File: config.mk
export PLATFORM = sky130hd
export DESIGN_NAME = nrwm_ctrl
export DESIGN_NICKNAME = d
export VERILOG_FILES = /design/src/rtl/nrwm_pkg.sv /design/src/rtl/nrwm_ctrl.sv
export SDC_FILE = /design/constraint.sdc
export NUM_CORES = 1
export LEC_CHECK = 0
export CAP_MARGIN = 20
export CORE_AREA = 2 2 39 41
export CTS_CLUSTER_SIZE = 20
export DETAILED_ROUTE_END_ITERATION = 10
export DIE_AREA = 0 0 41 43
export DONT_BUFFER_PORTS = 1
export HOLD_SLACK_MARGIN = 0.1
export PLACE_DENSITY_LB_ADDON = 0.25
export SYNTH_ARGS = -nofsm -noshare
export SYNTH_HDL_FRONTEND = slang
export SYNTH_SLANG_ARGS = --single-unit
export TNS_END_PERCENT = 1
File: constraint.sdc
create_clock -name clk -period 1.55 [get_ports clk]
set_input_delay 0.31 -clock clk [delete_from_list [all_inputs] [get_ports clk]]
set_output_delay 0.31 -clock clk [all_outputs]
set_load 0.01 [all_outputs]
File: src/rtl/nrwm_pkg.sv
// Shared types and constants for the nearest rating waiting matcher.
`default_nettype none

package nrwm_pkg;

  localparam int RATING_W   = 12;
  localparam int ROOM_IN_W  = 16;
  localparam int STATUS_W   = 3;
  localparam int CFG_ADDR_W = 2;

  localparam logic [RATING_W-1:0]   GAP_RESET          = 12'd200;
  localparam logic [CFG_ADDR_W-1:0] REG_RATING_GAP_ADR = 2'd0;

  localparam logic CMD_JOIN     = 1'b0;
  localparam logic CMD_WITHDRAW = 1'b1;

  typedef enum logic [STATUS_W-1:0] {
    ST_MATCHED   = 3'd0,
    ST_OPENED    = 3'd1,
    ST_FULL      = 3'd2,
    ST_WITHDRAWN = 3'd3,
    ST_NOT_FOUND = 3'd4
  } status_t;

  typedef enum logic [1:0] {
    OP_NONE   = 2'd0,
    OP_REMOVE = 2'd1,
    OP_INSERT = 2'd2
  } op_t;

  // Controller to datapath commands.
  typedef struct packed {
    logic capture;
    logic search;
    logic decide;
    logic apply;
  } ctrl_cmd_t;

  // Datapath to controller status.
  typedef struct packed {
    logic out_free;
  } dp_stat_t;

endpackage

`default_nettype wire

File: src/rtl/nrwm_ctrl.sv
// Sequencer for the matcher: capture, search, decide and apply steps.
`default_nettype none

module nrwm_ctrl
  import nrwm_pkg::*;
(
  input  wire logic      clk,
  input  wire logic      rst_n,
  input  wire logic      in_tvalid,
  output logic           in_tready,
  output ctrl_cmd_t      cmd,
  input  wire dp_stat_t  stat
);

  typedef enum logic [1:0] {
    S_IDLE,
    S_SRCH,
    S_DEC,
    S_APPLY
  } state_t;

  state_t state_r;
  logic   ready_r;

  always_ff @(posedge clk) begin
    if (!rst_n) begin
      state_r <= S_IDLE;
      ready_r <= 1'b1;
    end else begin
      unique case (state_r)
        S_IDLE: begin
          if (in_tvalid && ready_r) begin
            state_r <= S_SRCH;
            ready_r <= 1'b0;
          end
        end
        S_SRCH: state_r <= S_DEC;
        S_DEC:  state_r <= S_APPLY;
        S_APPLY: begin
          // The table is only updated together with loading the output register.
          if (stat.out_free) begin
            state_r <= S_IDLE;
            ready_r <= 1'b1;
          end
        end
        default: begin
          state_r <= S_IDLE;
          ready_r <= 1'b1;
        end
      endcase
    end
  end

  assign in_tready   = ready_r;
  assign cmd.capture = (state_r == S_IDLE) && in_tvalid && ready_r;
  assign cmd.search  = (state_r == S_SRCH);
  assign cmd.decide  = (state_r == S_DEC);
  assign cmd.apply   = (state_r == S_APPLY) && stat.out_free;

endmodule

`default_nettype wire

==> results of run 1 <==
[power by group]
group	internal (uW)	switching, uW
logic	96.1	125
registers	115	37.4
clock network	96.3	38.2
[flip-flops by register name (all words and copies together), names as in the netlist]
name	count
in_tready	1
state_r	2
[kinds of logic after synthesis]
kind of cell	Yosys count	synth area share, %
adders and majority gates	5	27.9
and+or+nand+nor	8	18.4
AOI/OAI and AO/OA	5	12.9
muxes	2	8.94
DFF	3	26.8
buffers and inverters	3	5.03
[final timing paths]
kind,start,end,slack (ps),cells after the start
hold reg to reg,state_r[1],state_r[1],480,2
setup reg to reg,state_r[0],state_r[0],400,4
setup / recovery,state_r[0],cmd[3],100,3
hold / removal,rst_n,in_tready,160,1
[per-stage QoR]
step	setup WS, ps	std cells	hold WS, ps
6_report	102	46	163
5_1_grt	37.2	46	168
4_1_cts	39.9	46	156
3_5_place_dp	279	42	400
3_3_place_gp	317	42	396
2_1_floorplan	347	26	386
[cell usage in the layout, fill, tap and decap left out]
cell      n
nand2_1   5
ha_1      5
inv_1     3
clkbuf_4  3
mux2i_1   2
o21ai_0   2
a21oi_1   2
dfxtp_2   2
and3_2    1
and2_1    1
nor2b_2   1
a21oi_2   1
clkbuf_1  1
dfxtp_1   1
[layout make-up]
class	count	area [um^2]	area share, %
clock buffer	4	26.3	9.63
inverter	3	11.3	4.13
multi-input combinational	20	153	56.0
sequential	3	62.6	22.9
tap	16	20.0	7.34
[metal layers]
| layer | vias up | wire length, um |
|---|---|---|
| li1 | 92 | - |
| met1 | 82 | 193 |
| met2 | 13 | 169 |
| met3 | 2 | 98 |
| met4 | 0 | 6 |
| met5 | - | 0 |
[synthesized netlist by cell type]
cell type | number | area share [%]
a21oi_1 | 2 | 4.5
a21oi_2 | 1 | 3.9
nor2b_2 | 1 | 3.9
dfxtp_1 | 3 | 27
o21ai_0 | 2 | 4.5
mux2i_1 | 2 | 8.9
inv_1 | 3 | 5.0
nand2_1 | 5 | 8.4
and3_2 | 1 | 3.4
ha_1 | 5 | 28
and2_1 | 1 | 2.8
==> key figures, run 1 <==
Timing
  – Setup TNS: 0 ps
  – Max Fclk: 690 MHz
  – RSZ-0062 raised after global routing: false
  – Fin Clk Skew: around 1.1 ps
  – Worst Tran Pin Value: ~220 ps
  – Final setup vio count: 0
  – Tmin final: around 1400 ps
  – Final Hold Vio Count: 0
  – Final Cycle Share: between 90% and 100%
  – Slew HR: a little under nine tenths
  – Slew Viols, Final: 0

Logic synthesis
  – Post-Syn Instances: 26
  – Netlist cell types: 11
  – Ys Warns: 0
  – Syn nets: 35
  – Mapped cell area: ~220 um^2
  – Flop and latch count out of synthesis: 3
  – Mean Syn Cell Area: 8.61 um^2
  – Seq/Total Area, Yosys: around 27%

Floorplanning
  – Starting Density: around 16%
  – Row cnt: 14
  – Core area: around 1400 um^2
  – Ports: 9
  – Die X: just over 40 um
  – Chip height: between 40 and 50 um
  – Die area: approximately 1800 um^2

Global routing
  – First-pass GRT wire length: 703 um
  – GR Util met2: roughly 7.5%
  – Vias in the first global route: 185
  – Met1 Usage GRT: under 10%
  – Final global-route overflow total: 0
  – Total GRT Usage: ~6.7%
  – Antenna violations before repair: 0
  – Layer carrying the most global-route usage: met3
  – Met3 Use GR: approximately 8.9%
  – Largest net degree at the start of global routing: 6

Cells and area
  – Ratio of cells with drive above 1 in the final layout: approximately a quarter
  – Layout Nets: 40
  – Antenna diode count: 0
  – Post-route cell area: 273 um^2
  – # fillers: around 160
  – Syn-to-layout area delta: 21.8%
  – Final Util: 19.7%

Drt
  – Iter 0 DRT Violations: 1
  – Via count: ~190
  – Via density per instance: 4.11
  – Final ANT Viol Nets: 0
  – Routed wire length: 467 um
  – # DRC: 0
  – WL/cell: about 10 um
  – Detailed Routing Iterations Pass 1: 2

Setup path
  – CP Cell Sequence: inv_1 -> ha_1 -> and3_2
  – Crit-path leading delay family: flip-flops
  – Crit Path Max Fanout: 4
  – CP Launch Type: register
  – Crit path DAT: ~1100 ps
  – Kind of critical path: register to output port
  – Crit-path slowest cell: dfxtp_2
  – Slowest stage delay, CP: around 340 ps
  – Worst Setup End Kind: output port
  – Critical Path RT: roughly 1200 ps
  – Buffer and inverter count on the worst path: 1

Clocking
  – CTS root buf: clkbuf_4
  – Hold Buf Count CTS: 0
  – Clock buffer depth: 2
  – Clk sinks: 3
  – Worst-path clk slew: roughly 30 ps
  – Clock buffer count from CTS: 3
  – CTS tree: done
  – PostCTS Resize Cnt: 0
  – Clock Latency Late Sink: approximately 230 ps
  – CTS H-Tree Depth: 1
  – Setup Buffers After CTS: 0

Power and ir drop
  – Maximum VDD drop: 616 uV
  – Leakage: approximately 0.00013 uW
  – Pwr dens: 1860 nW/um^2
  – Total chip power: 508 uW

Status
  – Status: finished, final reports clean

Placement
  – Final Wtd Congestion: a little under 0.7
  – Placed cell area: between 200 and 250 um^2
  – Number of port buffers: 0
  – HPWL Detailed: ~380 um

Hold path
  – Hold Crit Class: input port to register

Run
  – Max-cap violations: 0
Power figures use the tool's default switching activity.
==> run 2, diff against run 1 <==
--- a/config.mk
+++ b/config.mk
@@ -5,14 +5,14 @@
 export SDC_FILE = /design/constraint.sdc
 export NUM_CORES = 1
 export LEC_CHECK = 0
-export CAP_MARGIN = 20
 export CORE_AREA = 2 2 39 41
 export CTS_CLUSTER_SIZE = 20
 export DETAILED_ROUTE_END_ITERATION = 10
 export DIE_AREA = 0 0 41 43
 export DONT_BUFFER_PORTS = 1
 export HOLD_SLACK_MARGIN = 0.1
-export PLACE_DENSITY_LB_ADDON = 0.25
+export PLACE_DENSITY = 0.3
+export SETUP_SLACK_MARGIN = 0.3
 export SYNTH_ARGS = -nofsm -noshare
 export SYNTH_HDL_FRONTEND = slang
 export SYNTH_SLANG_ARGS = --single-unit
==> run 2 against run 1 <==
Compared with the run above:
- combinational power up 71%
- core utilization increased by 5.2 points
- largest cell class unchanged
- sequential power rose by 4%
- highest routed layer is now met3
- die area unchanged
- first-iteration DRC count grew 100%
- largest power group unchanged
==> key figures, run 2 (synthesis results as in run 1) <==
Floorplanning
  – Die X: 41 um (unchanged)
  – Chip height: 43 um (unchanged)
  – Core area: 1380 um^2 (unchanged)
  – Die area: 1760 um^2 (unchanged)
  – Row cnt: 14 (unchanged)
  – Starting Density: 16.2% (unchanged)
  – Ports: 9 (unchanged)

Timing
  – Fin Clk Skew: 1.34 ps (+0.260 ps)
  – Final Cycle Share: 82.4% (-11 points)
  – Setup TNS: 0 ps (unchanged)
  – Slew HR: 85.4% (+0.35 points)
  – Final setup vio count: 0 (unchanged)
  – Max Fclk: 783 MHz (+13%)
  – Final Hold Vio Count: 0 (unchanged)
  – Slew Viols, Final: 0 (unchanged)
  – Tmin final: 1280 ps (-171 ps)
  – Worst Tran Pin Value: 219 ps (-5.26 ps)
  – RSZ-0062 raised after global routing: true
  – WHS: 161 ps (-1.63 ps)

Clocking
  – CTS H-Tree Depth: 1 (unchanged)
  – Clock buffer depth: 2 (unchanged)
  – Clock Latency Late Sink: 230 ps (about the same)
  – CTS root buf: clkbuf_4
  – Clock buffer count from CTS: 3 (unchanged)
  – CTS tree: done
  – Worst-path clk slew: 40 ps (about the same)
  – Clk sinks: 3 (unchanged)
  – Hold Buf Count CTS: 0 (unchanged)

Setup path
  – Kind of critical path: register to output port
  – Slowest stage delay, CP: 360 ps (+20 ps)
  – R2r startpoint: state_r[1]
  – WP depth: 3 (unchanged)
  – Crit-path leading delay family: flip-flops
  – CP Launch Type: register
  – CP Cell Sequence: inv_4 -> ha_4 -> and3_4
  – Crit path launch: state_r[1]
  – Critical Path RT: 1240 ps (about the same)
  – Worst Setup End Kind: output port
  – Crit Path Max Fanout: 3 (-1)
  – Buffer and inverter count on the worst path: 1 (unchanged)
  – Crit-path slowest cell: dfxtp_2
  – Crit path DAT: 970 ps (-170 ps)
  – FF-to-FF path depth: 5 (+1)

Hold path
  – Hold wc startpoint: rst_n
  – Hold Crit Class: input port to register
  – Hold Crit Depth: 1 (unchanged)

Placement
  – Placed cell area: 244 um^2 (unchanged)
  – HPWL Detailed: 357 um (-6.1%)
  – Final Wtd Congestion: 0.580 (-14%)
  – DP Cell Count: 42 (unchanged)
  – Number of port buffers: 0 (unchanged)

Power and ir drop
  – Total chip power: 674 uW (+33%)
  – Leakage: 0.000156 uW (+21%)
  – Maximum VDD drop: 328 uV (-47%)
  – Pwr dens: 1960 nW/um^2 (+5.2%)

Cells and area
  – Max reg flops: 2 (unchanged)
  – Syn-to-layout area delta: 53.6%
  – Antenna diode count: 0 (unchanged)
  – Post-route cell area: 344 um^2 (+26%)
  – # fillers: 164 (+3.1%)
  – Commonest non-fill, non-tap cells in the layout: 6 x buf_4, 5 x nand2_1, 3 x clkbuf_4
  – Ratio of cells with drive above 1 in the final layout: 55.6% (+29 points)
  – Non-filler instance count after layout: 52 (+13%)
  – Most flops, register: state_r
  – Layout Nets: 46 (+15%)
  – Most common cell after layout, fill and taps aside: buf_4

Status
  – Status: finished, final reports clean

Drt
  – Metal2 WL: 325 um (+92%)
  – Routed wire length: 544 um (+16%)
  – Final ANT Viol Nets: 0 (unchanged)
  – Detailed Routing Iterations Pass 1: 2 (unchanged)
  – Via count: 207 (+9.5%)
  – Met3 Wirelength: 40 um (-59%)
  – Via density per instance: 3.98 (-3.1%)
  – WL/cell: 10.5 um (+3.0%)
  – Max layer used: met3
  – Metal-1 WL: 177 um (-8.3%)
  – # DRC: 0 (unchanged)
  – Iter 0 DRT Violations: 2 (+1)

Global routing
  – Final global-route overflow total: 0 (unchanged)
  – Largest net degree at the start of global routing: 6 (unchanged)
  – Vias in the first global route: 247 (+34%)
  – Total GRT Usage: 8.92% (+2.2 points)
  – First-pass GRT wire length: 938 um (+33%)
  – Antenna violations before repair: 0 (unchanged)

Run
  – Max-cap violations: 0 (unchanged)
## run 2: cell count changes in the layout (fill, tap and decap cells not counted), moves of 2 or more
cell	previous run	this run
buf_4	0	6
ha_1	5	2
ha_2	0	2
inv_1	3	1
## run 2: worst paths after layout
path | end | slack (ps)
min reg2reg | state_r[0] | 600
min | in_tready | 160
max | cmd[3] | 270
max reg2reg | state_r[1] | 390
## run 2: layout make-up
type	instances	area, um^2	share of cell area [%]
multi-input combinational	20	176	51.3
sequential	3	62.6	18.2
timing repair buffer	6	45.0	13.1
clock buffer	4	26.3	7.64
tap	16	20.0	5.82
inverter	3	13.8	4.00
## run 2: per-stage QoR
step | util [%] | worst slack [ps]
2_1_floorplan | - | 347
3_3_place_gp | 17.6 | 313
3_5_place_dp | 17.6 | 277
4_1_cts | 24.5 | 277
5_1_grt | 24.9 | 220
6_report | 24.9 | 272
## run 2: timing repair
item	4_1_cts	5_1_grt
pin swaps	2	0
hold endpoints to repair	0	0
gates resized for setup	9	2
cloned	0	0
buffers inserted	6	0
setup endpoints to repair	3	4
## run 2: worst reg2reg max path: stages (launching register included)
cell and delay (ps):
dfxtp_2 360, inv_4 50, ha_4 150, buf_4 140, a21oi_2 180, mux2i_1 200
## run 2: layer usage
layer  track usage, %  up-vias
met1             5.75       99
met3             4.71        0
met5                0        -
met4             10.0        0
met2             14.7        5
li1                 -      103
## run 2: power by group
group          switching (uW)  leakage (uW)  internal (uW)  total (uW)
combinational             169      0.000115            210         379
clock                    39.7     0.0000150           96.4         136
sequential               43.7     0.0000256            115         158
total                     253      0.000156            421         674
==> run 3, diff against run 2 <==
--- a/config.mk
+++ b/config.mk
@@ -5,13 +5,14 @@
 export SDC_FILE = /design/constraint.sdc
 export NUM_CORES = 1
 export LEC_CHECK = 0
+export ABC_AREA = 1
 export CORE_AREA = 2 2 39 41
 export CTS_CLUSTER_SIZE = 20
 export DETAILED_ROUTE_END_ITERATION = 10
 export DIE_AREA = 0 0 41 43
 export DONT_BUFFER_PORTS = 1
 export HOLD_SLACK_MARGIN = 0.1
-export PLACE_DENSITY = 0.3
+export PLACE_DENSITY = 0.31
 export SETUP_SLACK_MARGIN = 0.3
 export SYNTH_ARGS = -nofsm -noshare
 export SYNTH_HDL_FRONTEND = slang
==> constraint.sdc (replaced) <==
create_clock -name clk -period 1.3 [get_ports clk]
set_input_delay 0.26 -clock clk [delete_from_list [all_inputs] [get_ports clk]]
set_output_delay 0.26 -clock clk [all_outputs]
set_load 0.01 [all_outputs]
==> run 3 against run 2 <==
Compared with the run above:
- sequential power increased by 32%
- worst setup slack got worse by 170 ps
- critical path type unchanged
- core utilization decreased by 0.45 points
- largest power group unchanged
- power increased by 18%
- global-route usage decreased by 1.6 points
- critical path depth increased by 1
- combinational power increased by 13%
- clock skew about the same
- synthesized area increased by 3.4%
- sequential share of layout area increased by 1.8 points
- highest routed layer unchanged
- count of clock-buffer cells in the layout unchanged
==> key figures, run 3 <==
Cells and area
  – Max reg flops: 2 (unchanged)
  – Most common cell after layout, fill and taps aside: nand2_1
  – Ratio of cells with drive above 1 in the final layout: 46.2% (-9.4 points)
  – Syn-to-layout area delta: 45.9%
  – Most flops, register: state_r
  – FF+latch area: 67.6 um^2 (+8.0%)
  – Layout Nets: 49 (+6.5%)
  – Area of the multi-input gates: 171 um^2 (-2.8%)
  – Commonest non-fill, non-tap cells in the layout: 7 x nand2_1, 3 x ha_1, 3 x clkbuf_4
  – # fillers: 150 (-8.5%)
  – Antenna diode count: 0 (unchanged)

Hold path
  – Hold Crit Class: input port to register
  – Hold wc startpoint: rst_n

Timing
  – Slew HR: 87.9% (+2.5 points)
  – Tmin final: 1200 ps
  – Worst Tran Pin Value: 181 ps (-37.5 ps)
  – Fin Clk Skew: 1.12 ps (-0.217 ps)
  – Setup TNS: 0 ps (unchanged)
  – Max Fclk: approximately 840 MHz
  – RSZ-0062 raised after global routing: true
  – Final Hold Vio Count: 0 (unchanged)
  – Final Cycle Share: between 90% and 100%
  – Slew Viols, Final: 0 (unchanged)
  – Final setup vio count: 0 (unchanged)

Clocking
  – Clock buffer count from CTS: 3 (unchanged)
  – CTS tree: done
  – CTS root buf: clkbuf_4
  – Clock Latency Late Sink: 230 ps (about the same)
  – Worst-path clk slew: 40 ps (about the same)
  – Clock buffer depth: 2 (unchanged)
  – Clk sinks: 3 (unchanged)
  – CTS H-Tree Depth: 1 (unchanged)

Logic synthesis
  – Synthesized-area fraction occupied by adder cells: 27.0% (-0.91 points)
  – Yosys top cell area share: 27.0% (-0.91 points)
  – Count leader, synth: nand2_1
  – EDFF count, synth: 0 (unchanged)
  – Post-Synth Simple-Gate Area: 33.0% (+15 points)
  – Ys Warns: 0 (unchanged)
  – Synth Area in XOR/XNOR: 0% (unchanged)
  – Largest family of logic cells by synthesized area: simple AND/OR/NAND/NOR gates
  – Mean Syn Cell Area: 7.23 um^2 (-16%)
  – Syn nets: 41 (+17%)
  – Post-Syn Instances: 32 (+23%)
  – Flop and latch count out of synthesis: 3 (unchanged)
  – Synth area leaders: ha_1 27%, dfxtp_1 26%, nand2_1 11%, inv_1 9.7%, nand2_2 5.4%
  – Netlist cell types: 10 (-1)
  – Most frequent cells after synthesis: 7 x nand2_1, 6 x inv_1, 5 x ha_1, 3 x dfxtp_1, 3 x nor2_1
  – Seq/Total Area, Yosys: 25.9% (-0.87 points)
  – Synth async-reset ratio: 0% (unchanged)
  – Compound-Gate Fraction of Synth Area: 4.32% (-8.5 points)
  – Mapped cell area: 231 um^2 (+3.4%)
  – Yosys top cell by area: ha_1
  – Top FF cell, synth: dfxtp_1
  – Multiplexer share of the synthesized area: 0% (-8.9 points)

Drt
  – Iter 0 DRT Violations: 3 (+1)
  – WL/cell: 8.56 um (-18%)
  – Detailed Routing Iterations Pass 1: 2 (unchanged)
  – Via count: 215 (+3.9%)
  – # DRC: 0 (unchanged)
  – Routed wire length: 471 um (-13%)
  – Final ANT Viol Nets: 0 (unchanged)
  – Via density per instance: 3.91 (-1.8%)

Setup path
  – Crit path launch: state_r[1]
  – R2r setup slk: 180 ps (-210 ps)
  – CP Launch Type: register
  – Crit Path Max Fanout: 4 (+1)
  – R2r startpoint: state_r[0]
  – Worst Setup End Kind: output port
  – RR Endpoint: state_r[0]
  – Crit path DAT: 940 ps (-30 ps)
  – End point of the critical path: cmd[3]
  – Kind of critical path: register to output port
  – Critical Path RT: 1040 ps (-200 ps)
  – FF-to-FF path depth: 7 (+2)

Floorplanning
  – Chip height: 43 um (unchanged)
  – Die area: 1760 um^2 (unchanged)
  – Ports: 9 (unchanged)
  – Starting Density: 16.7% (+0.54 points)
  – Core area: 1380 um^2 (unchanged)
  – Die X: 41 um (unchanged)
  – Row cnt: 14 (unchanged)

Global routing
  – Final global-route overflow total: 0 (unchanged)
  – Largest net degree at the start of global routing: 6 (unchanged)
  – Antenna violations before repair: 0 (unchanged)
  – First-pass GRT wire length: 876 um (-6.6%)
  – Vias in the first global route: 246 (-0.40%)
  – Total GRT Usage: 7.31% (-1.6 points)

Run
  – Max-cap violations: 0 (unchanged)

Status
  – Status: finished, final reports clean

Placement
  – HPWL Detailed: 406 um (+14%)
  – Number of port buffers: 0 (unchanged)
  – Final Wtd Congestion: 0.665 (+15%)

Power and ir drop
  – Total chip power: 795 uW (+18%)
  – Leakage: 0.000161 uW (+3.1%)
  – Pwr dens: 2350 nW/um^2 (+20%)
  – Maximum VDD drop: 431 uV (+32%)
-- run 3: cell types whose count changed in the layout (fill, tap and decap cells not counted), moves of 2 or more --
cell,before,now
buf_4,6,2
dfxtp_2,2,0
dfxtp_4,0,2
mux2i_1,2,0
nand2_1,5,7
nand2_2,0,2
nand3_1,0,2
nor2_1,0,2
o21ai_0,2,0
-- run 3: kinds of logic (layout without fill, tap and decap cells) --
group / after synthesis / in the layout
compound gates: 2 / 2
fa+ha+maj: 5 / 5
buf+inv: 6 / 13
flops: 3 / 3
simple gates: 16 / 16
-- run 3: repair_timing --
action | in CTS | in global routing
setup endpoints to repair | 7 | 7
hold endpoints to repair | 1 | 0
gates cloned | 0 | 0
pin swaps | 2 | 1
hold buffers | 1 | 0
setup buffers | 2 | 0
resized for setup | 6 | 4
-- run 3: critical path, cell delays in order, from the launching register on --
cell and delay [ps]:
dfxtp_4 350, inv_4 70, ha_4 140, inv_2 40, nor2_4 100
-- run 3: routing by layer --
| metal | track usage [%] | share of wire [%] | vias up |
|---|---|---|---|
| li1 | - | - | 112 |
| met4 | 6.00 | 0 | 0 |
| met2 | 11.6 | 62 | 7 |
| met5 | 0 | 0 | - |
| met3 | 2.09 | 9.1 | 0 |
| met1 | 7.35 | 29 | 96 |
-- run 3: final cells by class --
type / count / area share [%]
multi-input combinational: 23 / 50.7
clock buffer: 4 / 7.78
inverter: 6 / 8.15
timing repair buffer: 3 / 7.41
tap: 16 / 5.93
sequential: 3 / 20.0
-- run 3: how the worst min path moves through the flow --
stage / to / slack (ps) / cells past startpoint
after floorplan: in_tready / 330 / 1
after detailed placement: in_tready / 340 / 1
final: state_r[0] / 140 / 2
after global placement: in_tready / 330 / 1
after CTS: state_r[0] / 140 / 2
after global routing: state_r[0] / 150 / 2
-- run 3: report_power, final --
group          internal [uW]  switching [uW]  leakage [uW]
combinational            195             232      0.000120
sequential               148            59.8     0.0000261
clock                    115            45.5     0.0000150
-- run 3: through the flow --
stage / setup WS (ps) / hold slack [ps] / util (%) / cells / area [um^2]
after floorplan: 292 / 332 / - / 32 / 246
after global placement: 205 / 334 / 19.3 / 48 / 267
after detailed placement: 184 / 337 / 19.3 / 48 / 267
after CTS: 66.4 / 136 / 23.9 / 55 / 330
after global routing: 62.9 / 145 / 24.4 / 55 / 338
final: 105 / 142 / 24.4 / 55 / 338
